## config.mk

```make
export PLATFORM = sky130hd
export DESIGN_NAME = blti_divider
export DESIGN_NICKNAME = d
export VERILOG_FILES = /design/src/sv/blti_pkg.sv /design/src/sv/blti_divider.sv
export SDC_FILE = /design/constraint.sdc
export NUM_CORES = 1
export LEC_CHECK = 0
export BUFFER_PORTS_ARGS = -buffer_cell sky130_fd_sc_hd__buf_2
export CORE_ASPECT_RATIO = 0.9
export CORE_MARGIN = 10
export CORE_UTILIZATION = 55
export CTS_CLUSTER_DIAMETER = 80
export DETAILED_ROUTE_END_ITERATION = 7
export PLACE_DENSITY = 0.83
export SLEW_MARGIN = 20
export SYNTH_ARGS = -nofsm -noshare
export SYNTH_HDL_FRONTEND = slang
export SYNTH_SLANG_ARGS = --single-unit
export TNS_END_PERCENT = 5
```

## constraint.sdc

```tcl
create_clock -name clk -period 9.8 [get_ports clk]
set_input_delay 0.98 -clock clk [delete_from_list [all_inputs] [get_ports clk]]
set_output_delay 0.98 -clock clk [all_outputs]
set_load 0.02 [all_outputs]
```

## src/sv/blti_pkg.sv

```systemverilog
package blti_pkg;

    localparam int RATE_W  = 24;
    localparam int BRK_W   = 16;
    localparam int BRK_N   = 8;
    localparam int SEG_W   = 3;
    localparam int PH_W    = 18;
    localparam int PROD_W  = 44;
    localparam int ROWR_W  = 34;
    localparam int DR_W    = 35;
    localparam int DZ_W    = 17;
    localparam int BIG_W   = 52;
    localparam int NUM_W   = 56;
    localparam int DEN_W   = 18;
    localparam int SUM_W   = 58;
    localparam int EXP_W   = 10;
    localparam int MANT_W  = 16;

    localparam logic [15:0] TEMP_FLOOR = 16'd16384;
    localparam logic [29:0] LOG2_TEN_Q28 = 30'd891723283;
    localparam logic [29:0] LN_TWO_Q30 = 30'd744261118;
    localparam logic [30:0] ONE_Q30 = 31'd1073741824;
    localparam logic [3:0] SERIES_TERMS = 4'd12;

    localparam logic signed [RATE_W-1:0] RATE_MAX = 24'sh7FFFFF;
    localparam logic signed [RATE_W-1:0] RATE_MIN = -24'sh800000;

    localparam logic signed [BRK_W-1:0] BREAK_RESET [BRK_N] = '{
        -16'sd27439, -16'sd19247, -16'sd15151, -16'sd13103,
        -16'sd11055, -16'sd9007, -16'sd6959, -16'sd4911
    };

    typedef enum logic [4:0] {
        ST_IDLE, ST_SCAN, ST_RD0, ST_RD1, ST_RD2, ST_RD3, ST_RD4,
        ST_MUL0, ST_MUL1, ST_ROW, ST_MZ, ST_NUM, ST_DIV, ST_SAT,
        ST_EXP, ST_DONE
    } seq_state_t;

    typedef enum logic [2:0] {
        EX_IDLE, EX_LOG, EX_ARG, EX_MUL, EX_REC, EX_FIX, EX_RND
    } exp_state_t;

    // floor(2^32 / n) for the series divisors
    function automatic logic [32:0] recip(input logic [3:0] n);
        logic [32:0] r;
        unique case (n)
            4'd1:    r = 33'd4294967296;
            4'd2:    r = 33'd2147483648;
            4'd3:    r = 33'd1431655765;
            4'd4:    r = 33'd1073741824;
            4'd5:    r = 33'd858993459;
            4'd6:    r = 33'd715827882;
            4'd7:    r = 33'd613566756;
            4'd8:    r = 33'd536870912;
            4'd9:    r = 33'd477218588;
            4'd10:   r = 33'd429496729;
            4'd11:   r = 33'd390451572;
            4'd12:   r = 33'd357913941;
            default: r = 33'd4294967296;
        endcase
        return r;
    endfunction

endpackage

```

## src/sv/blti_divider.sv

```systemverilog
module blti_divider import blti_pkg::*; (
    input  logic             clk,
    input  logic             rst_n,
    input  logic             start,
    input  logic [NUM_W-1:0] dividend,
    input  logic [DEN_W-1:0] divisor,
    output logic             done,
    output logic [NUM_W-1:0] quotient,
    output logic             rem_nonzero
);

    localparam int STEPS = NUM_W / 2;
    localparam int CNT_W = $clog2(STEPS + 1);

    logic [DEN_W:0]   rem_reg, rem_next;
    logic [NUM_W-1:0] quo_reg, quo_next;
    logic [DEN_W-1:0] den_reg;
    logic [CNT_W-1:0] cnt_reg;
    logic             busy_reg, done_reg;

    // two restoring steps per cycle
    always_comb
    begin
        logic [DEN_W:0]   r;
        logic [NUM_W-1:0] q;
        r = rem_reg;
        q = quo_reg;
        for (int i = 0; i < 2; i++)
        begin
            r = {r[DEN_W-1:0], q[NUM_W-1]};
            q = {q[NUM_W-2:0], 1'b0};
            if (r >= {1'b0, den_reg})
            begin
                r = r - {1'b0, den_reg};
                q[0] = 1'b1;
            end
        end
        rem_next = r;
        quo_next = q;
    end

    always_ff @(posedge clk or negedge rst_n)
    begin
        if (!rst_n)
        begin
            busy_reg <= 1'b0;
            done_reg <= 1'b0;
            cnt_reg  <= '0;
        end
        else
        begin
            done_reg <= 1'b0;
            if (start)
            begin
                busy_reg <= 1'b1;
                cnt_reg  <= '0;
            end
            else if (busy_reg)
            begin
                cnt_reg <= cnt_reg + 1'b1;
                if (cnt_reg == CNT_W'(STEPS - 1))
                begin
                    busy_reg <= 1'b0;
                    done_reg <= 1'b1;
                end
            end
        end
    end

    always_ff @(posedge clk)
    begin
        if (start)
        begin
            rem_reg <= '0;
            quo_reg <= dividend;
            den_reg <= divisor;
        end
        else if (busy_reg)
        begin
            rem_reg <= rem_next;
            quo_reg <= quo_next;
        end
    end

    assign done        = done_reg;
    assign quotient    = quo_reg;
    assign rem_nonzero = (rem_reg != '0);

endmodule

```

Yosys cells after proc, flatten, opt, wreduce, memory -nomap -nowiden. Index checks and enable logic that the tools add are counted.

Input bits: 77. Register bits after elaboration: 100. Output and inout port bits: 58.

$lt $le $gt $ge: 2. Add/sub/neg operators: 3. Eq/ne operators: 1. Reductions and logical operators: 2. Multiplexer cells: 14.

Operator list (number): 56-bit 2-to-1 mux (2); 19-bit by 18-bit greater-or-equal comparator with 1-bit output (2); 19-bit 2-to-1 mux (1); 19-bit nonzero test (1); 19-bit by 18-bit subtractor with 19-bit output (1); 18-bit 2-to-1 mux (1); 18-bit subtractor (1); 5-bit 2-to-1 mux (2); 1-bit 2-to-1 mux (8); 5-bit by 1-bit adder with 5-bit output (second input constant) (1); 5-bit equality test (second input constant) (1); 2-bit nonzero test (1).

Logic depth before layout (Yosys ltp). Gate-level depths: netlist of run 1.

Depth in word-level cells: 6. Gate-level depth with buffers: 22. Mapped depth without buffers: 21.

Worst setup path before layout of run 1. Ideal clock, no wire load.

Kind: reg-to-reg. Start point: register den_reg[4]. End point: register rem_reg[14]. Stages on the path, launching flop included: 20. Library setup time: 136 ps. Slack: 4968 ps. Data arrival time: 4696 ps. Data required time: 9664 ps. Cells stage by stage: edfxtp_1 -> inv_1 -> ha_1 -> nand2_1 -> or4_4 -> o41ai_4 -> a311o_1 -> buf_6 -> buf_12 -> mux2_2 -> ha_1 -> a21oi_1 -> a211oi_1 -> nor3_1 -> o41ai_1 -> nand2_1 -> and2_1 -> buf_1 -> a2111oi_0 -> a211oi_1.

Cells in the longest elaborated chain, start to end: 4.

Ends and longest elaborated chain: start: declaration (RTL line blti_divider.sv:17) `logic [DEN_W-1:0] den_reg;`; start signal: assignment (RTL line blti_divider.sv:76) `den_reg <= divisor;`; 18-bit subtractor / 19-bit by 18-bit greater-or-equal comparator with 1-bit output (equally long branches) (RTL line blti_divider.sv:34, blti_divider.sv:32); 18-bit 2-to-1 mux (RTL line blti_divider.sv:32) `if (r >= {1'b0, den_reg})`; 19-bit by 18-bit subtractor with 19-bit output / 19-bit by 18-bit greater-or-equal comparator with 1-bit output (equally long branches) (RTL line blti_divider.sv:34, blti_divider.sv:32); 19-bit 2-to-1 mux * (RTL line blti_divider.sv:32); end signal: assignment (RTL line blti_divider.sv:80) `rem_reg <= rem_next;`; end: declaration (RTL line blti_divider.sv:15) `logic [DEN_W:0] rem_reg, rem_next;`.

Mark *: on every way between the ends. The rest lies on a longest branch, timed or not. A chain may end at the register's enable or synchronous reset.

Worst setup path after layout of run 1. Ends and elaborated chain as after synthesis.

==> results.tsv, run 1 <==
metric	value	unit
antenna_left	0	
critPathArrivalTime	5.71	ns
synthTopCellsByArea	edfxtp_1 35%, mux2_2 12%, ha_1 7.4%	
design.portCount	135	
ys_top_cells_by_count	74 x edfxtp_1, 66 x mux2_2, 47 x nor2_1	
crit_family	compound AO/OA/AOI/OAI gates	
place_congestion	1.02	
skew	0.00485	ns
die_x	133	um
holdBufCountCts	0	
synth_flop_cell	edfxtp_1	
max_freq	182	MHz
htreeDepth	3	
holdCritPathClass	input port to async pin	
synth_fp_nets	681	
drt_pass1_iterations	5	
min_period	5.50	ns
nets	808	
setup_viol	0	
clkTransAtPathRegs	0.07	ns
multi_input_area	0.00328	mm^2
finalSetupTns	0	ns
yosys.area.top_type	edfxtp_1	
die_y	121	um
finalCritPeriodShare	56.1	%
grt_util_all_layers	22.0	%
reg2regPathDepth	17	
ys_ff_latch	100	
critPathMaxStageDelay	0.56	ns
pwr-share-seq	25.1	%
cts_tree	done	
ys_warn_count	0	
ir_drop	0.165	mV
worst_slack	4.30	ns
numClockSinks	100	
critical_path.max_fanout	24	
grt_max_degree	74	
grt_overflow	0	
finalMaxSlewViolations	0	
drt_iter0_markers	518	
vias	5141	
yosysTopAreaCellShare	35.3	%
async_flop_share	7.00	%
grt_setup_unrepaired	no	
viasPerCell	6.04	
drc_errors	0	
ys_seq_area_share	44.1	%
cp_num_buf_inv	2	
wl	17.7	mm
dp_hpwl	13.7	mm
clkPwrFrac	17.3	%
antenna_found_initial	2	
synth_cell_types	74	
synth-edff-count	74	
combPwrFrac	57.6	%
grt_pass1_vias	5283	
clock_latency	0.34	ns
n_fill_cell	828	
post_cts_buffers	0	
wl_per_cell	20.8	um
swShare	43.1	%
internal_power	1.35	mW
synth_most_common_cell	edfxtp_1	
cts_buffers	9	
core	0.0110	mm^2
outcome	completed	
crit_slowest_cell	or4_4	
start_kind	flip-flop	
crit_type	flip-flop to flip-flop	
netlist_instances	565	
p_sw	1.02	mW
end_kind	flip-flop	
relSlewSlack	42.8	%
initial_core_util	57.3	%
hold_violations	0	
netlist_area	0.00629	mm^2
cp.required	10.01	ns
final-seq-area	0.00278	mm^2
worst_slew_pin_slew	0.859	ns
rows	36	
p_leak	3.20	nW
cp_cell_sequence	inv_1 > ha_1 > nand2_1 > or4_4 > o41ai_4 > a311o_1 > buf_4 > mux2_2 > ha_1 > nand2_1 > a211oi_1 > nor3_1 > o41ai_1 > nand2_1 > and2_1 > a2111oi_0 > a211oi_1	
crit_cells	17	
cts_resized	0	
clk_path_buf_depth	2	
cts_root_buf	clkbuf_16	
largest_register_ffs	56	
path_common_cell	nand2_1	
place_ws	4.44	ns
synth.avg_cell_area	11.1	um^2
drive_above_1_share	34.6	%
die_area	0.0161	mm^2
powerDensity	320	mW/mm^2
area_delta_synth_final	17.7	%
port_buffers	134	
cap_violations	0	
grt_pass1_wl	28.5	mm
[cell families (layout without fill, tap and decap cells)]
group,Yosys count,count (layout),synth area share [%]
simple gates,137,137,10.7
flops,100,100,44.1
mux,72,72,12.9
fa+ha+maj,39,39,7.99
buf+inv,51,183,3.78
xor+xnor,30,30,4.17
other cells,0,2,0
compound gates,136,136,16.3
[placed cells by master (no fill, tap or decap), types with 8 or more instances in the layout]
cell type,n
clkbuf_16,9
dfxtp_1,19
nand2_1,28
mux2_2,66
nor2_1,47
xor2_1,12
a21o_1,10
a21oi_1,32
o21a_1,8
a211oi_1,11
ha_1,37
a311oi_1,10
nor4_1,12
inv_1,28
edfxtp_1,74
buf_2,133
xnor2_1,18
o21ai_0,22
[per-stage QoR]
stage,cell area [um^2],cells,power [mW],hold slack [ns],util (%)
after floorplan,6290,565,1.64,0.477,-
after global placement,7060,833,1.91,0.511,64.2
after detailed placement,7060,833,1.93,0.512,64.2
after CTS,7410,849,2.35,0.452,67.4
after global routing,7410,849,2.53,0.466,67.4
final,7410,851,2.38,0.455,67.4
[final timing paths]
kind | from | to | slack (ns)
worst max-delay path | den_reg[4] | rem_reg[14] | 4.30
worst min-delay path | rst_n | cnt_reg[1] | 0.46
worst max register to register | den_reg[4] | rem_reg[14] | 4.30
worst min register to register | rem_reg[18] | rem_reg[18] | 0.52
max in group asynchronous | rst_n | cnt_reg[4] | 9.19
min in group clk | rem_reg[18] | rem_reg[18] | 0.52
[power by group through the flow]
stage / logic [mW] / registers (mW) / clock network, mW
after floorplan: 1.02 / 0.622 / 0
after global placement: 1.31 / 0.601 / 0
after detailed placement: 1.33 / 0.602 / 0
after CTS: 1.34 / 0.595 / 0.416
after global routing: 1.49 / 0.606 / 0.431
final: 1.37 / 0.596 / 0.412
[layout make-up]
cell class                 instances  area share (%)
antenna                            2          0.0675
clock buffer                      10            3.09
clock inverter                     6            1.60
inverter                          29            1.47
multi-input combinational        414            44.2
sequential                       100            37.5
tap                              152            2.57
timing repair buffer             138            9.49
[layer usage]
metal  GRT usage [%]  routed length [um]  vias up
met5               0                   0        -
met1            27.5                7090     2424
met4            6.66                 327        0
met2            34.3                8100      279
met3            8.94                2180       25
li1                -                   -     2413
(Power assumes the default switching activity.)
==> inputs of run 2 (changes only) <==
--- a/config.mk
+++ b/config.mk
@@ -8,10 +8,10 @@
 export BUFFER_PORTS_ARGS = -buffer_cell sky130_fd_sc_hd__buf_2
 export CORE_ASPECT_RATIO = 0.9
 export CORE_MARGIN = 10
-export CORE_UTILIZATION = 55
+export CORE_UTILIZATION = 50
 export CTS_CLUSTER_DIAMETER = 80
 export DETAILED_ROUTE_END_ITERATION = 7
-export PLACE_DENSITY = 0.83
+export PLACE_DENSITY = 0.8
 export SLEW_MARGIN = 20
 export SYNTH_ARGS = -nofsm -noshare
 export SYNTH_HDL_FRONTEND = slang
==> constraint.sdc (replaced) <==
create_clock -name clk -period 4.49 [get_ports clk]
set_input_delay 0.449 -clock clk [delete_from_list [all_inputs] [get_ports clk]]
set_output_delay 0.449 -clock clk [all_outputs]
set_load 0.02 [all_outputs]
==> run 2 against run 1 <==
Compared with the run above: the flow now finishes with violations (negative setup slack); register-to-register slack worse by 4.4 ns; largest power group unchanged; highest routed layer is now met5; die area increased by 8.4%; worst hold slack got worse by 0.19 ns; sequential share of layout area shrank 4.5 points.
==> results.tsv, run 2 (synthesized netlist as in run 1, its figures left out) <==
metric	value	unit	change
skew	0.00873	ns	was 0.00485 ns
p_leak	3.61	nW	was 3.20 nW
initial_core_util	51.7	%	was 57.3%
wl	19.8	mm	was 17.7 mm
n_fill_cell	828		unchanged
wl_met2	9.54	mm	was 8.10 mm
drive_above_1_share	48.8	%	was 34.6%
relSlewSlack	50.6	%	was 42.8%
numClockSinks	100		unchanged
start_kind	flip-flop		unchanged
antenna_left	0		unchanged
m1WireLength	7.77	mm	was 7.09 mm
placed_cells	903		was 833
htreeDepth	3		unchanged
cap_violations	0		unchanged
cp_cell_sequence	inv_1 > ha_1 > o211a_1 > o31ai_4 > a2111o_2 > a21oi_2 > a311o_1 > buf_6 > mux2_4 > ha_4 > nor2b_4 > o31a_1 > o221a_4 > o211ai_1 > buf_4 > nand2_1 > xor2_1 > o21ai_1 > a311oi_1		was inv_1 > ha_1 > nand2_1 > or4_4 > o41ai_4 > a311o_1 > buf_4 > mux2_2 > ha_1 > nand2_1 > a211oi_1 > nor3_1 > o41ai_1 > nand2_1 > and2_1 > a2111oi_0 > a211oi_1
nets	882		was 808
crit_slowest_cell	a2111o_2		was or4_4
clkTransAtPathRegs	0.07	ns	about the same
port_buffers	134		unchanged
antenna_found_initial	1		was 2
final_common_cell	buf_2		unchanged
power	6.42	mW	was 2.38 mW
place_congestion	0.915		was 1.02
setup.worst_path.end	rem_reg[10]		was rem_reg[14]
drt_pass1_iterations	7		was 5
die_area	0.0175	mm^2	was 0.0161 mm^2
reg2reg_from	den_reg[2]		was den_reg[4]
area_delta_synth_final	33.7	%	was 17.7%
end_kind	flip-flop		unchanged
worst_slew_pin_slew	0.741	ns	was 0.859 ns
vias	5611		was 5141
min_period	4.59	ns	was 5.50 ns
cts_tree	done		unchanged
r2r_slack	-0.1	ns	was 4.30 ns
drc_errors	0		unchanged
grt_pass1_wl	30.0	mm	was 28.5 mm
critPathArrivalTime	4.85	ns	was 5.71 ns
grt_overflow	0		unchanged
crit_type	flip-flop to flip-flop		unchanged
grt_pass1_vias	5717		was 5283
die_y	126	um	was 121 um
worst_slack	-0.0996	ns	was 4.30 ns
hold_violations	0		unchanged
setup.worst_path.start	den_reg[2]		was den_reg[4]
highest_layer	met5		was met4
critPathMaxStageDelay	0.49	ns	was 0.56 ns
finalNonFillerCells	931		was 851
powerDensity	763	mW/mm^2	was 320 mW/mm^2
wl_per_cell	21.3	um	was 20.8 um
wl_met3	1.97	mm	was 2.18 mm
min_from	divisor[0]		
dp_hpwl	14.5	mm	was 13.7 mm
cts_root_buf	clkbuf_16		unchanged
failed_checks	negative setup slack		
max_freq	218	MHz	was 182 MHz
rows	38		was 36
holdWs	0.265	ns	was 0.455 ns
grt_max_degree	57		was 74
grt_util_all_layers	20.7	%	was 22.0%
reg2regPathDepth	19		was 17
finalSetupTns	-0.605	ns	was 0 ns
holdCritPathClass	input port to flip-flop		was input port to async pin
die_x	138	um	was 133 um
cts_buffers	9		unchanged
ir_drop	0.367	mV	was 0.165 mV
clk_path_buf_depth	2		unchanged
layout_common_cells	133 x buf_2, 74 x edfxtp_1, 71 x buf_4		was 133 x buf_2, 74 x edfxtp_1, 66 x mux2_2
design.portCount	135		unchanged
setup_viol	11		was 0
drt_iter0_markers	452		was 518
finalMaxSlewViolations	0		unchanged
diodes	0		was 2
cp.required	4.75	ns	was 10.01 ns
core	0.0122	mm^2	was 0.0110 mm^2
critical_path.max_fanout	6		was 24
outcome	complete, but fails checks		was completed
viasPerCell	6.03		was 6.04
finalCritPeriodShare	102	%	was 56.1%
clock_latency	0.35	ns	was 0.34 ns
grt_setup_unrepaired	yes		was no
largest_register_ffs	56		unchanged
r2r-end	rem_reg[10]		was rem_reg[14]
-- run 2: changes by cell type in the layout (fill, tap and decap cells not counted), moves of 6 or more --
cell     previous run  this run
buf_4               5        71
ha_1               37        19
ha_4                0        14
a21oi_1            32        23
a21oi_2             1        10
o21ai_0            22        13
o21ai_1             1         8
buf_6               0         6
nand2_1            28        22
-- run 2: how the worst min path moves through the flow --
stage | to | slack [ns] | cells past startpoint
6_report | den_reg[0] | 0.27 | 1
5_1_grt | den_reg[0] | 0.26 | 1
4_1_cts | den_reg[0] | 0.26 | 1
3_5_place_dp | done | 0.29 | 1
3_3_place_gp | cnt_reg[3] | 0.28 | 1
2_1_floorplan | busy_reg | 0.15 | 0
-- run 2: power breakdown --
| part | internal [mW] | leakage [nW] | switching (mW) |
|---|---|---|---|
| Sequential | 1.17 | 1.02 | 0.116 |
| Combinational | 2.07 | 2.46 | 2.34 |
| Clock | 0.376 | 0.134 | 0.348 |
-- run 2: critical path: cells and delay by family (launching register included) --
family | cells | cell delay, ns
simple gates | 2 | 0.21
xor+xnor | 1 | 0.22
flops | 1 | 0.33
fa+ha+maj | 2 | 0.57
buf+inv | 3 | 0.41
compound gates | 10 | 2.42
mux | 1 | 0.33
-- run 2: repair_timing --
| action | CTS | global route |
|---|---|---|
| setup buffers | 4 | 6 |
| cloned | 1 | 0 |
| gates resized for setup | 30 | 62 |
| endpoints found under the hold margin | 7 | 0 |
| endpoints found under the setup margin | 20 | 20 |
| hold buffers | 1 | 0 |
| pin swaps | 14 | 32 |
-- run 2: area by class of cell --
cell class	instances	area [um^2]	area share, %
clock buffer	10	229	2.72
clock inverter	6	40.0	0.476
inverter	29	109	1.29
multi-input combinational	414	3760	44.7
sequential	100	2780	33.0
tap	160	200	2.38
timing repair buffer	212	1300	15.4
-- run 2: metrics by stage --
step                      utilization [%]  area, um^2  worst slack (ns)
after floorplan                         -        6370           -0.0249
after global placement               62.5        7610           -0.0230
after detailed placement             62.5        7610            -0.234
after CTS                            66.4        8080           -0.0131
after global routing                 69.1        8410            -0.298
final                                69.1        8410           -0.0996
-- run 2: layer usage --
layer / GRT usage (%) / up-vias
met1: 24.7 / 2697
met4: 9.17 / 2
met5: 0 / -
li1: - / 2551
met3: 7.12 / 53
met2: 33.3 / 308
